[src/hrr_pkg.sv]
// Shared types and constants for the HID request reassembler.
// No dependencies; used by every module of the block.
package hrr_pkg;

   localparam int ReportBytes = 64;
   localparam int PayloadMax  = 1024;
   localparam int InitChunk   = 57;
   localparam int ContChunk   = 59;
   localparam int InitFrom    = 7;
   localparam int ContFrom    = 5;
   localparam int HeaderBytes = 7;

   localparam logic [6:0] SeqMask = 7'h7F;

   localparam logic [1:0] KIND_DONE  = 2'd0;
   localparam logic [1:0] KIND_ERROR = 2'd1;
   localparam logic [1:0] KIND_READ  = 2'd2;

   localparam logic ERR_FORMAT  = 1'b0;
   localparam logic ERR_CHANNEL = 1'b1;

   typedef struct packed {
      logic       command;
      logic [7:0] data_byte;
      logic       end_of_report;
      logic [9:0] read_index;
   } req_payload_type;

   typedef struct packed {
      logic [1:0]  kind;
      logic [6:0]  request_code;
      logic [10:0] request_length;
      logic        error_code;
      logic [7:0]  read_data;
   } rsp_payload_type;

   typedef enum logic [1:0] {
      OP_READ,
      OP_BYTE,
      OP_LAST
   } op_type;

   typedef struct packed {
      op_type     op;
      logic [7:0] data_byte;
      logic [9:0] read_index;
   } work_type;

   typedef struct packed {
      logic     valid;
      work_type work;
   } work_q_type;

endpackage

[src/hrr_front.sv]
// Front end: accepts input items, classifies them and queues them.
// Depends on hrr_pkg.
module hrr_front (
   input  logic                     clock,
   input  logic                     reset,
   input  logic                     req_valid,
   output logic                     req_stall,
   input  hrr_pkg::req_payload_type req_payload,
   output hrr_pkg::work_q_type      q_head,
   input  logic                     q_pop
);

   hrr_pkg::work_type entry_ff [2];
   logic              wr_ptr_ff;
   logic              rd_ptr_ff;
   logic [1:0]        count_ff;
   logic              accept;
   hrr_pkg::work_type classified;

   assign req_stall = (count_ff == 2'd2);
   assign accept    = req_valid && !req_stall;

   // classify: read, plain byte, or last byte of a report
   always_comb begin
      classified.data_byte  = req_payload.data_byte;
      classified.read_index = req_payload.read_index;
      if (req_payload.command) begin
         classified.op = hrr_pkg::OP_READ;
      end else if (req_payload.end_of_report) begin
         classified.op = hrr_pkg::OP_LAST;
      end else begin
         classified.op = hrr_pkg::OP_BYTE;
      end
   end

   assign q_head.valid = (count_ff != 2'd0);
   assign q_head.work  = entry_ff[rd_ptr_ff];

   always_ff @(posedge clock) begin
      if (accept) begin
         entry_ff[wr_ptr_ff] <= classified;
      end
   end

   always_ff @(posedge clock) begin
      if (reset) begin
         wr_ptr_ff <= 1'b0;
         rd_ptr_ff <= 1'b0;
         count_ff  <= 2'd0;
      end else begin
         if (accept) begin
            wr_ptr_ff <= !wr_ptr_ff;
         end
         if (q_pop) begin
            rd_ptr_ff <= !rd_ptr_ff;
         end
         count_ff <= count_ff + {1'b0, accept} - {1'b0, q_pop};
      end
   end

endmodule

[config.mk]
export PLATFORM = sky130hd
export DESIGN_NAME = hrr_front
export DESIGN_NICKNAME = d
export VERILOG_FILES = /design/src/hrr_pkg.sv /design/src/hrr_front.sv
export SDC_FILE = /design/constraint.sdc
export NUM_CORES = 1
export LEC_CHECK = 0
export BUFFER_PORTS_ARGS = -buffer_cell sky130_fd_sc_hd__buf_2
export CORE_MARGIN = 5
export CORE_UTILIZATION = 40
export CTS_CLUSTER_DIAMETER = 80
export DETAILED_ROUTE_END_ITERATION = 6
export GPL_ROUTABILITY_DRIVEN = 0
export PLACE_DENSITY = 0.73
export SYNTH_ARGS = -nofsm -noshare
export SYNTH_HDL_FRONTEND = slang
export SYNTH_SLANG_ARGS = --single-unit
[constraint.sdc]
create_clock -name clock -period 5.4 [get_ports clock]
set_clock_uncertainty 0.2 [all_clocks]
set_input_delay 0.81 -clock clock [delete_from_list [all_inputs] [get_ports clock]]
set_output_delay 0.81 -clock clock [all_outputs]
set_load 0.02 [all_outputs]
==> impl_metrics.xml <==
<?xml version="1.0" encoding="UTF-8"?>
<metrics>
  <group name="placement">
    <metric name="hpwlAfterDp" unit="µm">1928</metric>
    <metric name="postPlaceCellArea" unit="mm²">0.001953</metric>
    <metric name="io_buffer_count" unit="">45</metric>
    <metric name="post-place-cells" unit="">183</metric>
    <metric name="pre_cts_ws" unit="ps">2833</metric>
  </group>
  <group name="sta">
    <metric name="setup_tns" unit="ps">0</metric>
    <metric name="worstMarginPinSlew" unit="ps">849.4</metric>
    <metric name="relSlewSlack" unit="">0.4330</metric>
    <metric name="post_route_clock_period_utilization" unit="">0.5105</metric>
    <metric name="rsz0062_at_grt" unit="">false</metric>
    <metric name="timing.final.max_slew_violations" unit="">0</metric>
    <metric name="fin_hold_ws" unit="ps">316.0</metric>
    <metric name="finalHoldViolCount" unit="">0</metric>
    <metric name="timing.final.ws_setup" unit="ps">2643</metric>
    <metric name="finalCriticalPeriod" unit="ps">2757</metric>
    <metric name="setup-violations-final" unit="">0</metric>
    <metric name="fmax" unit="GHz">0.3628</metric>
  </group>
  <group name="setup_path">
    <metric name="required" unit="ps">4390</metric>
    <metric name="arrival_time_of_the_worst_setup_path" unit="ps">1750</metric>
    <metric name="worstSetupEndpointType" unit="">output port</metric>
    <metric name="crit_type" unit="">reg -&gt; out</metric>
    <metric name="critical_path_peak_fanout" unit="">20</metric>
    <metric name="crit_path_start_kind" unit="">register</metric>
  </group>
  <group name="synth">
    <metric name="post-synth-top-area-cell" unit="">sky130_fd_sc_hd__edfxtp_1</metric>
    <metric name="synth_edf_count" unit="">40</metric>
    <metric name="syn-instance-count" unit="">90</metric>
    <metric name="postSynthNetCount" unit="">116</metric>
    <metric name="synth.yosys.seq_area_share" unit="">0.7767</metric>
    <metric name="synth_most_common_cell" unit="">sky130_fd_sc_hd__edfxtp_1</metric>
    <metric name="synthesis.yosys.warnings" unit="">0</metric>
    <metric name="combined_area_of_all_synthesized_cells" unit="mm²">0.001675</metric>
    <metric name="netlist_cell_types" unit="">20</metric>
    <metric name="synth.top_cell.area_share" unit="">0.7170</metric>
    <metric name="synth.avg_cell_area" unit="µm²">18.62</metric>
    <metric name="yosys-top-cells-area" unit="">sky130_fd_sc_hd__edfxtp_1, sky130_fd_sc_hd__mux2_2, sky130_fd_sc_hd__dfxtp_1</metric>
    <metric name="synth-async-reset-ratio" unit="">0</metric>
    <metric name="ys_seq_elements" unit="">45</metric>
    <metric name="ys_dominant_reg_cell" unit="">sky130_fd_sc_hd__edfxtp_1</metric>
    <metric name="synthTopCellsByCount" unit="">sky130_fd_sc_hd__edfxtp_1, sky130_fd_sc_hd__mux2_2, sky130_fd_sc_hd__dfxtp_1</metric>
  </group>
  <group name="drt">
    <metric name="drt-initial-drc-count" unit="">47</metric>
    <metric name="via_density_per_instance" unit="">4.665</metric>
    <metric name="num_vias" unit="">891</metric>
    <metric name="wl_per_cell" unit="µm">14.59</metric>
    <metric name="drcViolationCount" unit="">0</metric>
    <metric name="routed_wirelength" unit="µm">2787</metric>
    <metric name="drtPass1Iterations" unit="">4</metric>
    <metric name="antenna_violating_nets_post_route" unit="">0</metric>
  </group>
  <group name="layout">
    <metric name="post_layout_instance_count_excluding_filler_cells" unit="">191</metric>
    <metric name="drive_gt1_frac" unit="">0.5319</metric>
    <metric name="fillerInstances" unit="">352</metric>
    <metric name="layout.nets" unit="">166</metric>
    <metric name="antenna_cells" unit="">0</metric>
    <metric name="multi_input_comb_area" unit="µm²">349.1</metric>
    <metric name="finalInstanceArea" unit="mm²">0.002059</metric>
    <metric name="area_growth" unit="%">22.93</metric>
    <metric name="final-seq-area" unit="mm²">0.001301</metric>
  </group>
  <group name="power_and_ir_drop">
    <metric name="p_leak" unit="µW">0.0008062</metric>
    <metric name="power-per-cell-area" unit="mW/mm²">392.5</metric>
    <metric name="vdd.ir_drop.worst" unit="mV">0.1810</metric>
  </group>
  <group name="die">
    <metric name="die_width" unit="µm">74.72</metric>
    <metric name="placement_rows" unit="">23</metric>
    <metric name="starting_density" unit="">0.4158</metric>
    <metric name="dieArea" unit="mm²">0.005582</metric>
    <metric name="floorplan.io_pins" unit="">46</metric>
    <metric name="die_h" unit="µm">74.72</metric>
    <metric name="core-area" unit="mm²">0.004029</metric>
  </group>
  <group name="global_route">
    <metric name="first_global_vias" unit="">1021</metric>
    <metric name="gr-total-overflow" unit="">0</metric>
    <metric name="grt_usage" unit="">0.1076</metric>
    <metric name="groute.layer.met1.usage" unit="">0.1200</metric>
    <metric name="initial_antenna_violation_count" unit="">0</metric>
    <metric name="groute.layer.met2.usage" unit="">0.1902</metric>
    <metric name="grt_pass1_wl" unit="µm">4450</metric>
    <metric name="grt-busiest-layer" unit="">met2</metric>
    <metric name="grt_max_degree" unit="">21</metric>
    <metric name="global_route.usage.met3" unit="">0.03872</metric>
  </group>
  <group name="clock_network">
    <metric name="tritoncts.num_buffers" unit="">5</metric>
    <metric name="clock_latency_reported_for_the_late_side_of_the_worst_skew_pair" unit="ps">280</metric>
    <metric name="ctsLongestPathBuffers" unit="">2</metric>
    <metric name="htreeDepth" unit="">2</metric>
    <metric name="tritoncts" unit="">built</metric>
    <metric name="path_clk_slew" unit="ps">70</metric>
    <metric name="master_cell_of_the_clock_root_buffer" unit="">sky130_fd_sc_hd__clkbuf_8</metric>
    <metric name="cts_hold_buffers" unit="">0</metric>
    <metric name="post-cts-setup-buffer-count" unit="">0</metric>
    <metric name="clock_tree_sinks" unit="">45</metric>
    <metric name="cts-resized-gates" unit="">0</metric>
  </group>
  <group name="outcome">
    <metric name="status" unit="">complete, no violations</metric>
  </group>
  <group name="flow_run">
    <metric name="drv.max_cap_violation_count" unit="">0</metric>
  </group>
  <group name="min_path">
    <metric name="hp-class" unit="">reg -&gt; reg</metric>
  </group>
</metrics>
==> area by class of cell <==
type                            instances  area share
Timing Repair Buffer                   45      0.1094
Sequential cell                        45      0.6318
Clock inverter                          2     0.01640
Inverter                                4    0.007290
Tap cell                               50     0.03038
Clock buffer                            6     0.03524
Multi-Input combinational cell         39      0.1695
==> critical path, stage by stage (launching register included) <==
cell	delay [ps]
sky130_fd_sc_hd__dfxtp_1	880
sky130_fd_sc_hd__mux2_2	420
sky130_fd_sc_hd__buf_2	160
==> path summary, 6_finish.rpt <==
kind,startpoint,end,slack [ps],cells past startpoint
worst min-delay path,wr_ptr_ff,wr_ptr_ff,320,2
worst max register to register,count_ff[0],entry_ff[0][12],3340,4
worst min register to register,wr_ptr_ff,wr_ptr_ff,320,2
worst max-delay path,register,q_head[17],2640,2
==> report_power, final <==
group / total (µW) / leakage, µW / switching (µW) / internal (µW)
Clock: 237 / 0.0000528 / 101 / 137
Sequential: 434 / 0.000415 / 14.5 / 419
Combinational: 137 / 0.000338 / 81.1 / 56.1
==> metrics by stage <==
stage | util | power [µW]
3_5_place_dp | 0.4848 | 582.2
3_3_place_gp | 0.4848 | 574.8
6_report | 0.5112 | 808.3
2_1_floorplan | - | 531.3
5_1_grt | 0.5112 | 846.9
4_1_cts | 0.5112 | 818.4
==> state kept, by name (all words and copies together), names as in the netlist, named ones only <==
register,count
count_ff,2
wr_ptr_ff,1
entry_ff,40
rd_ptr_ff,1
==> cell families after synthesis <==
logic type	after synthesis	synth area share
DFF	45	0.7767
muxes	20	0.1344
and+or+nand+nor	13	0.04257
buffers and inverters	6	0.01493
AOI/OAI and AO/OA	2	0.005969
xor gates and xnor gates	2	0.01046
adders and majority gates	2	0.01493
==> cells in the final DEF, fill, tap and decap left out, types with 2 or more instances in the layout <==
master	netlist	layout
sky130_fd_sc_hd__buf_2	2	45
sky130_fd_sc_hd__nor2b_1	2	2
sky130_fd_sc_hd__mux2_2	20	20
sky130_fd_sc_hd__clkbuf_8	0	5
sky130_fd_sc_hd__edfxtp_1	40	40
sky130_fd_sc_hd__dfxtp_1	5	5
sky130_fd_sc_hd__inv_1	3	3
sky130_fd_sc_hd__nor2_1	4	4
sky130_fd_sc_hd__ha_1	2	2
==> metal layers <==
metal,share of wire,vias up
met5,0,-
met4,0.011,0
met3,0.049,4
met2,0.54,23
met1,0.39,429
li1,-,435
No activity file was read; power rests on OpenSTA's default activity.
